## src/design/msf_pkg.sv

```systemverilog
`default_nettype none
package msf_pkg;

  localparam int unsigned APB_ADDR_W = 5;
  localparam int unsigned APB_DATA_W = 32;

  typedef enum logic [1:0] {
    OP_SELECT = 2'd0,
    OP_STATUS = 2'd1,
    OP_START  = 2'd2,
    OP_QUERY  = 2'd3
  } op_t;

  typedef enum logic [2:0] {
    REG_SESSION_EPOCH = 3'd0,
    REG_FRESH_LIMIT   = 3'd1,
    REG_READY_CODE    = 3'd2,
    REG_MIN_MISSION   = 3'd3,
    REG_MAX_MISSION   = 3'd4
  } reg_idx_t;

  // event counter slots
  localparam logic [1:0] CNT_ACCEPTED     = 2'd0;
  localparam logic [1:0] CNT_DUPLICATE    = 2'd1;
  localparam logic [1:0] CNT_OUT_OF_ORDER = 2'd2;
  localparam logic [1:0] CNT_MISMATCH     = 2'd3;

  localparam logic [7:0]  DEFAULT_MISSION   = 8'd2;
  localparam logic [15:0] RST_SESSION_EPOCH = 16'd1;
  localparam logic [15:0] RST_FRESH_LIMIT   = 16'd100;
  localparam logic [7:0]  RST_READY_CODE    = 8'd1;
  localparam logic [7:0]  RST_MIN_MISSION   = 8'd1;
  localparam logic [7:0]  RST_MAX_MISSION   = 8'd8;

  typedef struct packed {
    logic [15:0] session_epoch;
    logic [15:0] fresh_limit_ms;
    logic [7:0]  ready_state_code;
    logic [7:0]  min_mission_id;
    logic [7:0]  max_mission_id;
  } cfg_t;

  typedef struct packed {
    logic        op_ok;
    logic        is_ready;
    logic        command_code;
    logic [7:0]  chosen_mission;
    logic [15:0] intent_epoch;
    logic [31:0] cmd_time_ms;
    logic [31:0] accepted_count;
    logic [31:0] duplicate_count;
    logic [31:0] out_of_order_count;
    logic [31:0] mismatch_count;
  } res_t;

  // ready: valid status, no start yet, ready state code, age within limit
  function automatic logic ready_at(input logic        stat_valid,
                                    input logic        started,
                                    input logic [7:0]  stat_state,
                                    input logic [31:0] stat_time,
                                    input logic [31:0] now,
                                    input cfg_t        c);
    logic [31:0] age;
    age = now - stat_time;
    return stat_valid && !started && (stat_state == c.ready_state_code)
        && (age <= {16'd0, c.fresh_limit_ms});
  endfunction

endpackage
`default_nettype wire

```

## src/design/msf_regs.sv

```systemverilog
`default_nettype none
module msf_regs (
  input  wire logic                            clk,
  input  wire logic                            rst_n,
  input  wire logic                            psel,
  input  wire logic                            penable,
  input  wire logic                            pwrite,
  input  wire logic [msf_pkg::APB_ADDR_W-1:0]  paddr,
  input  wire logic [msf_pkg::APB_DATA_W-1:0]  pwdata,
  output logic      [msf_pkg::APB_DATA_W-1:0]  prdata,
  output logic                                 pready,
  output msf_pkg::cfg_t                        cfg
);
  import msf_pkg::*;

  cfg_t     cfg_r;
  cfg_t     cfg_nxt;
  reg_idx_t idx;
  logic     wr_en;

  assign pready = 1'b1;
  assign idx    = reg_idx_t'(paddr[APB_ADDR_W-1:2]);
  assign wr_en  = psel && penable && pwrite && pready;
  assign cfg    = cfg_r;

  always_comb begin
    cfg_nxt = cfg_r;
    if (wr_en) begin
      case (idx)
        REG_SESSION_EPOCH: cfg_nxt.session_epoch    = pwdata[15:0];
        REG_FRESH_LIMIT:   cfg_nxt.fresh_limit_ms   = pwdata[15:0];
        REG_READY_CODE:    cfg_nxt.ready_state_code = pwdata[7:0];
        REG_MIN_MISSION:   cfg_nxt.min_mission_id   = pwdata[7:0];
        REG_MAX_MISSION:   cfg_nxt.max_mission_id   = pwdata[7:0];
        default: ;
      endcase
    end
  end

  always_comb begin
    case (idx)
      REG_SESSION_EPOCH: prdata = {16'd0, cfg_r.session_epoch};
      REG_FRESH_LIMIT:   prdata = {16'd0, cfg_r.fresh_limit_ms};
      REG_READY_CODE:    prdata = {24'd0, cfg_r.ready_state_code};
      REG_MIN_MISSION:   prdata = {24'd0, cfg_r.min_mission_id};
      REG_MAX_MISSION:   prdata = {24'd0, cfg_r.max_mission_id};
      default:           prdata = '0;
    endcase
  end

  always_ff @(posedge clk) begin
    if (!rst_n) begin
      cfg_r.session_epoch    <= RST_SESSION_EPOCH;
      cfg_r.fresh_limit_ms   <= RST_FRESH_LIMIT;
      cfg_r.ready_state_code <= RST_READY_CODE;
      cfg_r.min_mission_id   <= RST_MIN_MISSION;
      cfg_r.max_mission_id   <= RST_MAX_MISSION;
    end else begin
      cfg_r <= cfg_nxt;
    end
  end

endmodule
`default_nettype wire

```

## src/design/mission_status_sequence_filter.sv

```systemverilog
// Mission status sequence filter. Each input transaction carries one
// operation (select mission, status message, start request, query) and
// produces exactly one result transaction reporting op_ok, the ready flag,
// the current intent (command, mission, epoch, command time) and four
// wrapping event counters. Status messages must match the session epoch and
// the chosen mission; after the first accepted status, an 8-bit serial
// number filter drops duplicates (delta 0) and stale sequences (delta 128 or
// more). Throughput is one transaction per clock while the output side is
// not stalled: the item is captured in an input register, all decisions and
// state updates are done in one short combinational pass, and the result
// lands in an output register. A stall on the output holds the result
// register and, once the input register is also full, stalls the input.
// Configuration sits behind an APB port (registers at byte offsets
// 0x00..0x10, pready always high) and must only be written while no
// transaction is in flight.
`default_nettype none
module mission_status_sequence_filter (
  input  wire logic                            clk,
  input  wire logic                            rst_n,
  // input channel
  input  wire logic                            in_valid,
  output logic                                 in_stall,
  input  wire logic [1:0]                      in_operation,
  input  wire logic [7:0]                      in_mission_id,
  input  wire logic [15:0]                     in_status_epoch,
  input  wire logic [7:0]                      in_status_sequence,
  input  wire logic [7:0]                      in_status_state,
  input  wire logic [31:0]                     in_now_ms,
  // result channel
  output logic                                 out_valid,
  input  wire logic                            out_stall,
  output logic                                 out_op_ok,
  output logic                                 out_is_ready,
  output logic                                 out_command_code,
  output logic      [7:0]                      out_chosen_mission,
  output logic      [15:0]                     out_intent_epoch,
  output logic      [31:0]                     out_cmd_time_ms,
  output logic      [31:0]                     out_accepted_count,
  output logic      [31:0]                     out_duplicate_count,
  output logic      [31:0]                     out_out_of_order_count,
  output logic      [31:0]                     out_mismatch_count,
  // configuration port
  input  wire logic                            psel,
  input  wire logic                            penable,
  input  wire logic                            pwrite,
  input  wire logic [msf_pkg::APB_ADDR_W-1:0]  paddr,
  input  wire logic [msf_pkg::APB_DATA_W-1:0]  pwdata,
  output logic      [msf_pkg::APB_DATA_W-1:0]  prdata,
  output logic                                 pready
);
  import msf_pkg::*;

  cfg_t cfg;

  msf_regs u_regs (
    .clk     (clk),
    .rst_n   (rst_n),
    .psel    (psel),
    .penable (penable),
    .pwrite  (pwrite),
    .paddr   (paddr),
    .pwdata  (pwdata),
    .prdata  (prdata),
    .pready  (pready),
    .cfg     (cfg)
  );

  // ---------------------------------------------------------------------
  // input register stage
  // ---------------------------------------------------------------------
  logic        s1_valid_r;
  logic        s1_valid_nxt;
  op_t         s1_op_r;
  logic [7:0]  s1_mission_r;
  logic [15:0] s1_epoch_r;
  logic [7:0]  s1_seq_r;
  logic [7:0]  s1_state_r;
  logic [31:0] s1_now_r;

  logic        in_take;   // input transaction accepted this edge
  logic        adv;       // s1 item is processed and moves to the result reg

  logic        out_valid_r;
  logic        out_valid_nxt;
  res_t        res_r;
  res_t        res_nxt;

  // result register free, or being drained this cycle
  assign adv      = s1_valid_r && (!out_valid_r || !out_stall);
  assign in_stall = s1_valid_r && !adv;
  assign in_take  = in_valid && !in_stall;

  always_comb begin
    s1_valid_nxt = s1_valid_r;
    if (in_take) begin
      s1_valid_nxt = 1'b1;
    end else if (adv) begin
      s1_valid_nxt = 1'b0;
    end
  end

  always_comb begin
    out_valid_nxt = out_valid_r;
    if (adv) begin
      out_valid_nxt = 1'b1;
    end else if (!out_stall) begin
      out_valid_nxt = 1'b0;
    end
  end

  // ---------------------------------------------------------------------
  // client state
  // ---------------------------------------------------------------------
  logic [7:0]  mission_r,    mission_nxt;
  logic        cmd_r,        cmd_nxt;       // 0 prepare, 1 start
  logic [31:0] cmd_time_r,   cmd_time_nxt;
  logic        started_r,    started_nxt;   // sticky until reset
  logic        stat_valid_r, stat_valid_nxt;
  logic [7:0]  last_seq_r,   last_seq_nxt;
  logic [7:0]  last_state_r, last_state_nxt;
  logic [31:0] last_time_r,  last_time_nxt;
  logic [31:0] cnt_r   [4];
  logic [31:0] cnt_nxt [4];

  logic [7:0]  seq_delta;
  logic        ready_cur;
  logic        ready_post;
  logic        op_ok;
  logic        id_in_range;
  logic        stat_match;

  // serial number arithmetic on the 8-bit sequence
  assign seq_delta   = s1_seq_r - last_seq_r;
  assign id_in_range = (s1_mission_r >= cfg.min_mission_id)
                    && (s1_mission_r <= cfg.max_mission_id);
  assign stat_match  = (s1_epoch_r == cfg.session_epoch)
                    && (s1_mission_r == mission_r);
  assign ready_cur   = ready_at(stat_valid_r, started_r, last_state_r,
                                last_time_r, s1_now_r, cfg);

  always_comb begin
    mission_nxt    = mission_r;
    cmd_nxt        = cmd_r;
    cmd_time_nxt   = cmd_time_r;
    started_nxt    = started_r;
    stat_valid_nxt = stat_valid_r;
    last_seq_nxt   = last_seq_r;
    last_state_nxt = last_state_r;
    last_time_nxt  = last_time_r;
    cnt_nxt        = cnt_r;
    op_ok          = 1'b0;

    case (s1_op_r)
      OP_SELECT: begin
        // refused once a start was granted or when the id is out of range
        if (!started_r && id_in_range) begin
          mission_nxt    = s1_mission_r;
          cmd_nxt        = 1'b0;
          cmd_time_nxt   = s1_now_r;
          stat_valid_nxt = 1'b0;
          op_ok          = 1'b1;
        end
      end
      OP_STATUS: begin
        // mismatch is checked ahead of the sequence filter
        if (!stat_match) begin
          cnt_nxt[CNT_MISMATCH] = cnt_r[CNT_MISMATCH] + 32'd1;
        end else if (stat_valid_r && (seq_delta == 8'd0)) begin
          cnt_nxt[CNT_DUPLICATE] = cnt_r[CNT_DUPLICATE] + 32'd1;
        end else if (stat_valid_r && seq_delta[7]) begin
          cnt_nxt[CNT_OUT_OF_ORDER] = cnt_r[CNT_OUT_OF_ORDER] + 32'd1;
        end else begin
          last_seq_nxt          = s1_seq_r;
          last_state_nxt        = s1_state_r;
          last_time_nxt         = s1_now_r;
          stat_valid_nxt        = 1'b1;
          cnt_nxt[CNT_ACCEPTED] = cnt_r[CNT_ACCEPTED] + 32'd1;
          op_ok                 = 1'b1;
        end
      end
      OP_START: begin
        if (ready_cur) begin
          cmd_nxt      = 1'b1;
          cmd_time_nxt = s1_now_r;
          started_nxt  = 1'b1;
          op_ok        = 1'b1;
        end
      end
      default: ;
    endcase
  end

  // ready as seen after this item, at its own timestamp
  assign ready_post = ready_at(stat_valid_nxt, started_nxt, last_state_nxt,
                               last_time_nxt, s1_now_r, cfg);

  always_comb begin
    res_nxt.op_ok              = (s1_op_r == OP_QUERY) ? ready_post : op_ok;
    res_nxt.is_ready           = ready_post;
    res_nxt.command_code       = cmd_nxt;
    res_nxt.chosen_mission     = mission_nxt;
    res_nxt.intent_epoch       = cfg.session_epoch;
    res_nxt.cmd_time_ms        = cmd_time_nxt;
    res_nxt.accepted_count     = cnt_nxt[CNT_ACCEPTED];
    res_nxt.duplicate_count    = cnt_nxt[CNT_DUPLICATE];
    res_nxt.out_of_order_count = cnt_nxt[CNT_OUT_OF_ORDER];
    res_nxt.mismatch_count     = cnt_nxt[CNT_MISMATCH];
  end

  // control and client state
  always_ff @(posedge clk) begin
    if (!rst_n) begin
      s1_valid_r   <= 1'b0;
      out_valid_r  <= 1'b0;
      mission_r    <= DEFAULT_MISSION;
      cmd_r        <= 1'b0;
      cmd_time_r   <= '0;
      started_r    <= 1'b0;
      stat_valid_r <= 1'b0;
      last_seq_r   <= '0;
      last_state_r <= '0;
      last_time_r  <= '0;
      cnt_r[CNT_ACCEPTED]     <= '0;
      cnt_r[CNT_DUPLICATE]    <= '0;
      cnt_r[CNT_OUT_OF_ORDER] <= '0;
      cnt_r[CNT_MISMATCH]     <= '0;
    end else begin
      s1_valid_r  <= s1_valid_nxt;
      out_valid_r <= out_valid_nxt;
      // state only moves when the item in s1 is actually processed
      if (adv) begin
        mission_r    <= mission_nxt;
        cmd_r        <= cmd_nxt;
        cmd_time_r   <= cmd_time_nxt;
        started_r    <= started_nxt;
        stat_valid_r <= stat_valid_nxt;
        last_seq_r   <= last_seq_nxt;
        last_state_r <= last_state_nxt;
        last_time_r  <= last_time_nxt;
        cnt_r        <= cnt_nxt;
      end
    end
  end

  // payload registers
  always_ff @(posedge clk) begin
    if (in_take) begin
      s1_op_r      <= op_t'(in_operation);
      s1_mission_r <= in_mission_id;
      s1_epoch_r   <= in_status_epoch;
      s1_seq_r     <= in_status_sequence;
      s1_state_r   <= in_status_state;
      s1_now_r     <= in_now_ms;
    end
    if (adv) begin
      res_r <= res_nxt;
    end
  end

  assign out_valid              = out_valid_r;
  assign out_op_ok              = res_r.op_ok;
  assign out_is_ready           = res_r.is_ready;
  assign out_command_code       = res_r.command_code;
  assign out_chosen_mission     = res_r.chosen_mission;
  assign out_intent_epoch       = res_r.intent_epoch;
  assign out_cmd_time_ms        = res_r.cmd_time_ms;
  assign out_accepted_count     = res_r.accepted_count;
  assign out_duplicate_count    = res_r.duplicate_count;
  assign out_out_of_order_count = res_r.out_of_order_count;
  assign out_mismatch_count     = res_r.mismatch_count;

endmodule
`default_nettype wire

```

## config.mk

```make
export PLATFORM = sky130hd
export DESIGN_NAME = mission_status_sequence_filter
export DESIGN_NICKNAME = d
export VERILOG_FILES = /design/src/design/msf_pkg.sv /design/src/design/msf_regs.sv /design/src/design/mission_status_sequence_filter.sv
export SDC_FILE = /design/constraint.sdc
export NUM_CORES = 1
export LEC_CHECK = 0
export ABC_AREA = 0
export BUFFER_PORTS_ARGS = -buffer_cell sky130_fd_sc_hd__buf_2
export CAP_MARGIN = 20
export CORE_MARGIN = 4
export CORE_UTILIZATION = 54
export CTS_CLUSTER_SIZE = 30
export DETAILED_ROUTE_END_ITERATION = 7
export PLACE_DENSITY = 0.86
export SYNTH_ARGS = -nofsm -noshare
export SYNTH_HDL_FRONTEND = slang
export SYNTH_SLANG_ARGS = --single-unit
```

## constraint.sdc

```tcl
create_clock -name clk -period 10 [get_ports clk]
set_input_delay 2 -clock clk [delete_from_list [all_inputs] [get_ports clk]]
set_output_delay 2 -clock clk [all_outputs]
set_load 0.01 [all_outputs]
```

Word-level counts from Yosys, hierarchy flattened --
Index checks and enable logic that the tools add are counted. W data, S select, Z words.
Storage, ports and cells: register bits 538, output and inout port bits 222, word-level logic and storage cells 136
Cells by class: add/subtract/negate cells 7, magnitude comparators 4, equality and inequality tests 12, mux-type cells 43, bitwise operators 2, reduce and logical (&&, ||, !) cells 33
Operators with widths (count):
- $mux W32 | 12
- $add A32 B1 Y32 const B | 4
- $mux W128 | 1
- $mux W96 | 1
- $pmux W16 S5 | 1
- $le A32 B16 Y1 | 2
- $pmux W32 S2 | 1
- $sub A32 B32 Y32 | 2
- $mux W8 | 6
- $eq A8 B8 Y1 | 3
- $mux W1 | 18
- $eq A16 B16 Y1 | 1
- $logic_and A1 B1 Y1 | 16
- $reduce_and A2 Y1 | 5
- $ge A8 B8 Y1 | 1
- $le A8 B8 Y1 | 1
- $logic_not A8 Y1 | 1
- $sub A8 B8 Y8 | 1
- $eq A3 B2 Y1 const B | 2
- $logic_not A1 Y1 | 6
- $reduce_and A5 Y1 | 1
- $eq A2 B2 Y1 const B | 2
- $pmux W1 S2 | 2
- $eq A3 B1 Y1 const B | 1
- 9 further kinds | 10

Longest topological paths before layout --
depth after elaboration 11, depth in mapped cells 31

By module --
From an unflattened synthesis, not the netlist that was laid out.
Unflattened totals: cell total of the unflattened synthesis 2913, area, all modules 28683.8 um^2
Modules (own cells, without submodules):
- mission_status_sequence_filter | instances 1, cells each 2623, area each 25936.1 um^2, sequential area each 12261.8 um^2
- msf_regs | instances 1, cells each 290, area each 2747.6 um^2, sequential area each 1121.1 um^2

Worst setup path before layout --
Ideal clock, no wire load.
kind in2reg, start in out_stall, end reg res_r, in the netlist out_accepted_count[0] (enable), setup time 0.623 ns, arrival time 8.002 ns, data required time 9.377 ns, slack 1.374 ns, stages on the path 6, buffers on the path 3, path through nand2_1 nand2_1 inv_1 clkbuf_1 clkbuf_1 buf_1
On the way: word-level cells in the longest chain between the ends 3
RTL lines:
- start, declared | RTL line mission_status_sequence_filter.sv:31 | input wire logic out_stall,
- $logic_not A1 Y1
- $logic_or A1 B1 Y1 | RTL line mission_status_sequence_filter.sv:89 | assign adv = s1_valid_r && (!out_valid_r || !out_stall);
- $logic_and A1 B1 Y1 | RTL line mission_status_sequence_filter.sv:89
- net adv | RTL line mission_status_sequence_filter.sv:81 | logic adv;
- end signal, assigned | RTL line mission_status_sequence_filter.sv:256 | res_r <= res_nxt;
- end, declared | RTL line mission_status_sequence_filter.sv:85 | res_t res_r;
The timed path passes the listed nets, and every way through them passes these cells. A chain may end at the register's enable or synchronous reset.

==> impl_metrics.env <==
export IMPL_status="complete, no violations"
export IMPL_ys_warn_count=0
export IMPL_wl_mm=68.8
export IMPL_regToRegSetupSlack_ps=2540
export IMPL_clockRootBuffer="clkbuf_16"
export IMPL_clock_fmax_ghz=0.134
export IMPL_synth_compound_area_share_pct=11.7
export IMPL_worst_slew_pin_slew_ps=1040
export IMPL_yosys_area_share_simple_pct=18.0
export IMPL_area_delta_synth_final_pct=13.8
export IMPL_synth_xor_area_share_pct=9.04
export IMPL_rr_startpoint="s1_mission_r[6]"
export IMPL_finalClockSkew_ps=16.2
export IMPL_synthArstFlopShare_pct=0
export IMPL_synth_edf_count=261
export IMPL_viasPerCell=5.66
export IMPL_slew_headroom_pct=30.4
export IMPL_antenna_found_initial=2
export IMPL_drive_gt1_share_pct=14.3
export IMPL_synth_area_mux_share_pct=4.36
export IMPL_synth_top_family_by_area="simple AND/OR/NAND/NOR gates"
export IMPL_cts_tree="built"
export IMPL_maxSlewViolCount=0
export IMPL_path_max_fanout=54
export IMPL_design_portCount=340
export IMPL_initial_core_util_pct=54.7
export IMPL_wl_per_cell_um=18.0
export IMPL_grt_overflow_total=0
export IMPL_rows=83
export IMPL_path_clk_slew_ps=60
export IMPL_drc=0
export IMPL_ys_seq_elements=538
export IMPL_fin_nets=3328
export IMPL_synth_most_common_cell="nand2_1"
export IMPL_yosysTopAreaCell="edfxtp_1"
export IMPL_ctsLongestPathBuffers=3
export IMPL_synth_fa_ha_area_share_pct=5.63
export IMPL_crit_path_end_kind="flop"
export IMPL_grt_max_degree=139
export IMPL_ff2ff_path_depth=24
export IMPL_grt_pass1_vias=20410
export IMPL_worstPathArrival_ps=7920
export IMPL_clock_latency_ps=620
export IMPL_crit_type="flop to flop"
export IMPL_ys_seq_area_share_pct=47.5
export IMPL_ctsHoldBuffers=0
export IMPL_dp_cells=3707
export IMPL_port_buffers=304
export IMPL_grt_pass1_wl_mm=107
export IMPL_synth_cell_types=82
export IMPL_hold_path_class="flop to flop"
export IMPL_vdd_ir_drop_max_uv=135
export IMPL_synth_top_flop_cell="dfxtp_1"
export IMPL_required_ps=10470
export IMPL_worst_hold_slack_ps=465
export IMPL_worstReg2RegEnd="out_op_ok"
export IMPL_first_pass_iters=6
export IMPL_rsz0062_at_grt="no"
export IMPL_die_width_um=236
export IMPL_synth_common_cells="317 x nand2_1, 277 x dfxtp_1, 261 x edfxtp_1"
export IMPL_antenna_left=0
export IMPL_worstSetupStartpoint="s1_mission_r[6]"
export IMPL_clock_sink_count=538
export IMPL_synth_top_area_share_pct=27.8
export IMPL_cts_buffers=55
export IMPL_gp_congestion=0.938
export IMPL_fp_dieH_um=236
export IMPL_crit_path_start_kind="flop"
export IMPL_setup_violations=0
export IMPL_h_tree_depth=2
export IMPL_tns_ps=0
export IMPL_post_dp_hpwl_mm=48.6
export IMPL_avgSynthCellArea_um2=9.92
export IMPL_grt_use_total_pct=23.4
export IMPL_syn_area_um2=28200
export IMPL_cap_violations=0
export IMPL_synth_area_leaders="edfxtp_1 28%, dfxtp_1 20%, xnor2_1 5.6%"
export IMPL_cp_endpoint="out_op_ok"
export IMPL_min_period_ps=7460
export IMPL_p_per_area_nw_per_um2=162
export IMPL_core_area_um2=51500
export IMPL_cts_repair_resized=0
export IMPL_vias=21610
export IMPL_leakagePower_nw=12.9
export IMPL_cts_setup_buffers=0
export IMPL_hold_viol=0
export IMPL_synthCells=2841
export IMPL_min_period_over_period_pct=74.6
export IMPL_dieArea_um2=55900
export IMPL_first_iter_violations=1880
export IMPL_instances_no_fill=3815
[worst max-delay path, stage by stage, from the launching register on]
cell      delay, ps
edfxtp_1        500
xor2_1          240
nor4_1          310
nand4_1         340
nor3_2          600
o311a_2         670
buf_4           560
nor2_1           80
a21oi_1         210
ha_1            350
a21oi_1         220
o21ai_0         170
a211o_1         290
a211oi_1        480
xnor2_1         200
ha_1            290
a21oi_1         170
nand2_1          80
a211o_1         300
a211oi_1        310
o221ai_1        180
nor3_1          180
and4b_1         230
nand4_1         140
a21oi_1         180
[layout by cell type (no fill, tap or decap), types with 70 or more instances in the layout]
master	synthesis	routed
ha_1	122	122
nand2_1	317	316
edfxtp_1	261	261
inv_1	111	110
xnor2_1	180	180
and2_1	105	105
xor2_1	111	111
a21boi_0	74	74
a21oi_1	122	122
nor2_1	189	189
buf_2	6	303
o21ai_0	86	86
dfxtp_1	277	277
nand3_1	91	91
mux2i_1	70	70
[power by group]
group          internal, mW  leakage (nW)  switching [mW]
Sequential             2.38          4.68          0.0438
Clock                  1.27         0.939           0.886
Combinational         0.245          7.29           0.386
Total                  3.89          12.9            1.32
[stage by stage]
stage / cell area (µm²) / utilization (%) / power [mW] / setup slack (ps)
6_report: 32100 / 62.3 / 5.21 / 2540
5_1_grt: 32100 / 62.2 / 5.41 / 2110
4_1_cts: 32000 / 62.2 / 5.25 / 2700
3_5_place_dp: 30100 / 58.5 / 3.09 / 2760
3_3_place_gp: 30100 / 58.5 / 3.08 / 2920
2_1_floorplan: 28200 / - / 2.91 / 1370
[how the worst min path moves through the flow]
stage                         startpoint              to  depth (start not counted)
after floorplan            last_seq_r[2]   last_seq_r[2]                          2
after global placement     last_seq_r[3]   last_seq_r[3]                          2
after detailed placement   last_seq_r[5]   last_seq_r[5]                          2
after CTS                  last_seq_r[5]   last_seq_r[5]                          2
after global routing      u_regs.cfg[38]  u_regs.cfg[38]                          2
final                      last_seq_r[5]   last_seq_r[5]                          2
[state kept, by name (all words and copies together), names as in the netlist, 16 cells and up]
register                cells
last_time_r                32
u_regs.cfg                 56
out_mismatch_count         32
cnt_r                     128
out_intent_epoch           16
out_accepted_count         32
s1_epoch_r                 16
out_out_of_order_count     32
cmd_time_r                 32
s1_now_r                   32
out_cmd_time_ms            32
out_duplicate_count        32
[area by class of cell]
class,count,area (µm²)
Timing Repair Buffer,317,1650
Multi-Input combinational cell,2062,13800
Sequential cell,538,13400
Tap cell,680,851
Inverter,111,424
Fill cell,4132,19400
Clock buffer,68,1480
Antenna cell,4,10.0
Clock inverter,35,442
[cells by family (layout without fill, tap and decap cells)]
kind of cell / after synthesis / in the layout
AND/OR/NAND/NOR: 1022 / 1022
other: 2 / 21
flip-flops: 538 / 538
AO/OA/AOI/OAI: 490 / 490
XOR/XNOR: 291 / 291
buffers and inverters: 256 / 531
multiplexers: 117 / 117
adder cells (fa/ha/maj): 125 / 125
[routing by layer]
metal	routed length, µm	GRT usage [%]
met1	28500	30.5
met2	34300	41.1
met3	4130	2.91
met4	1880	6.69
met5	0	0
No activity file was read; power rests on OpenSTA's default activity.
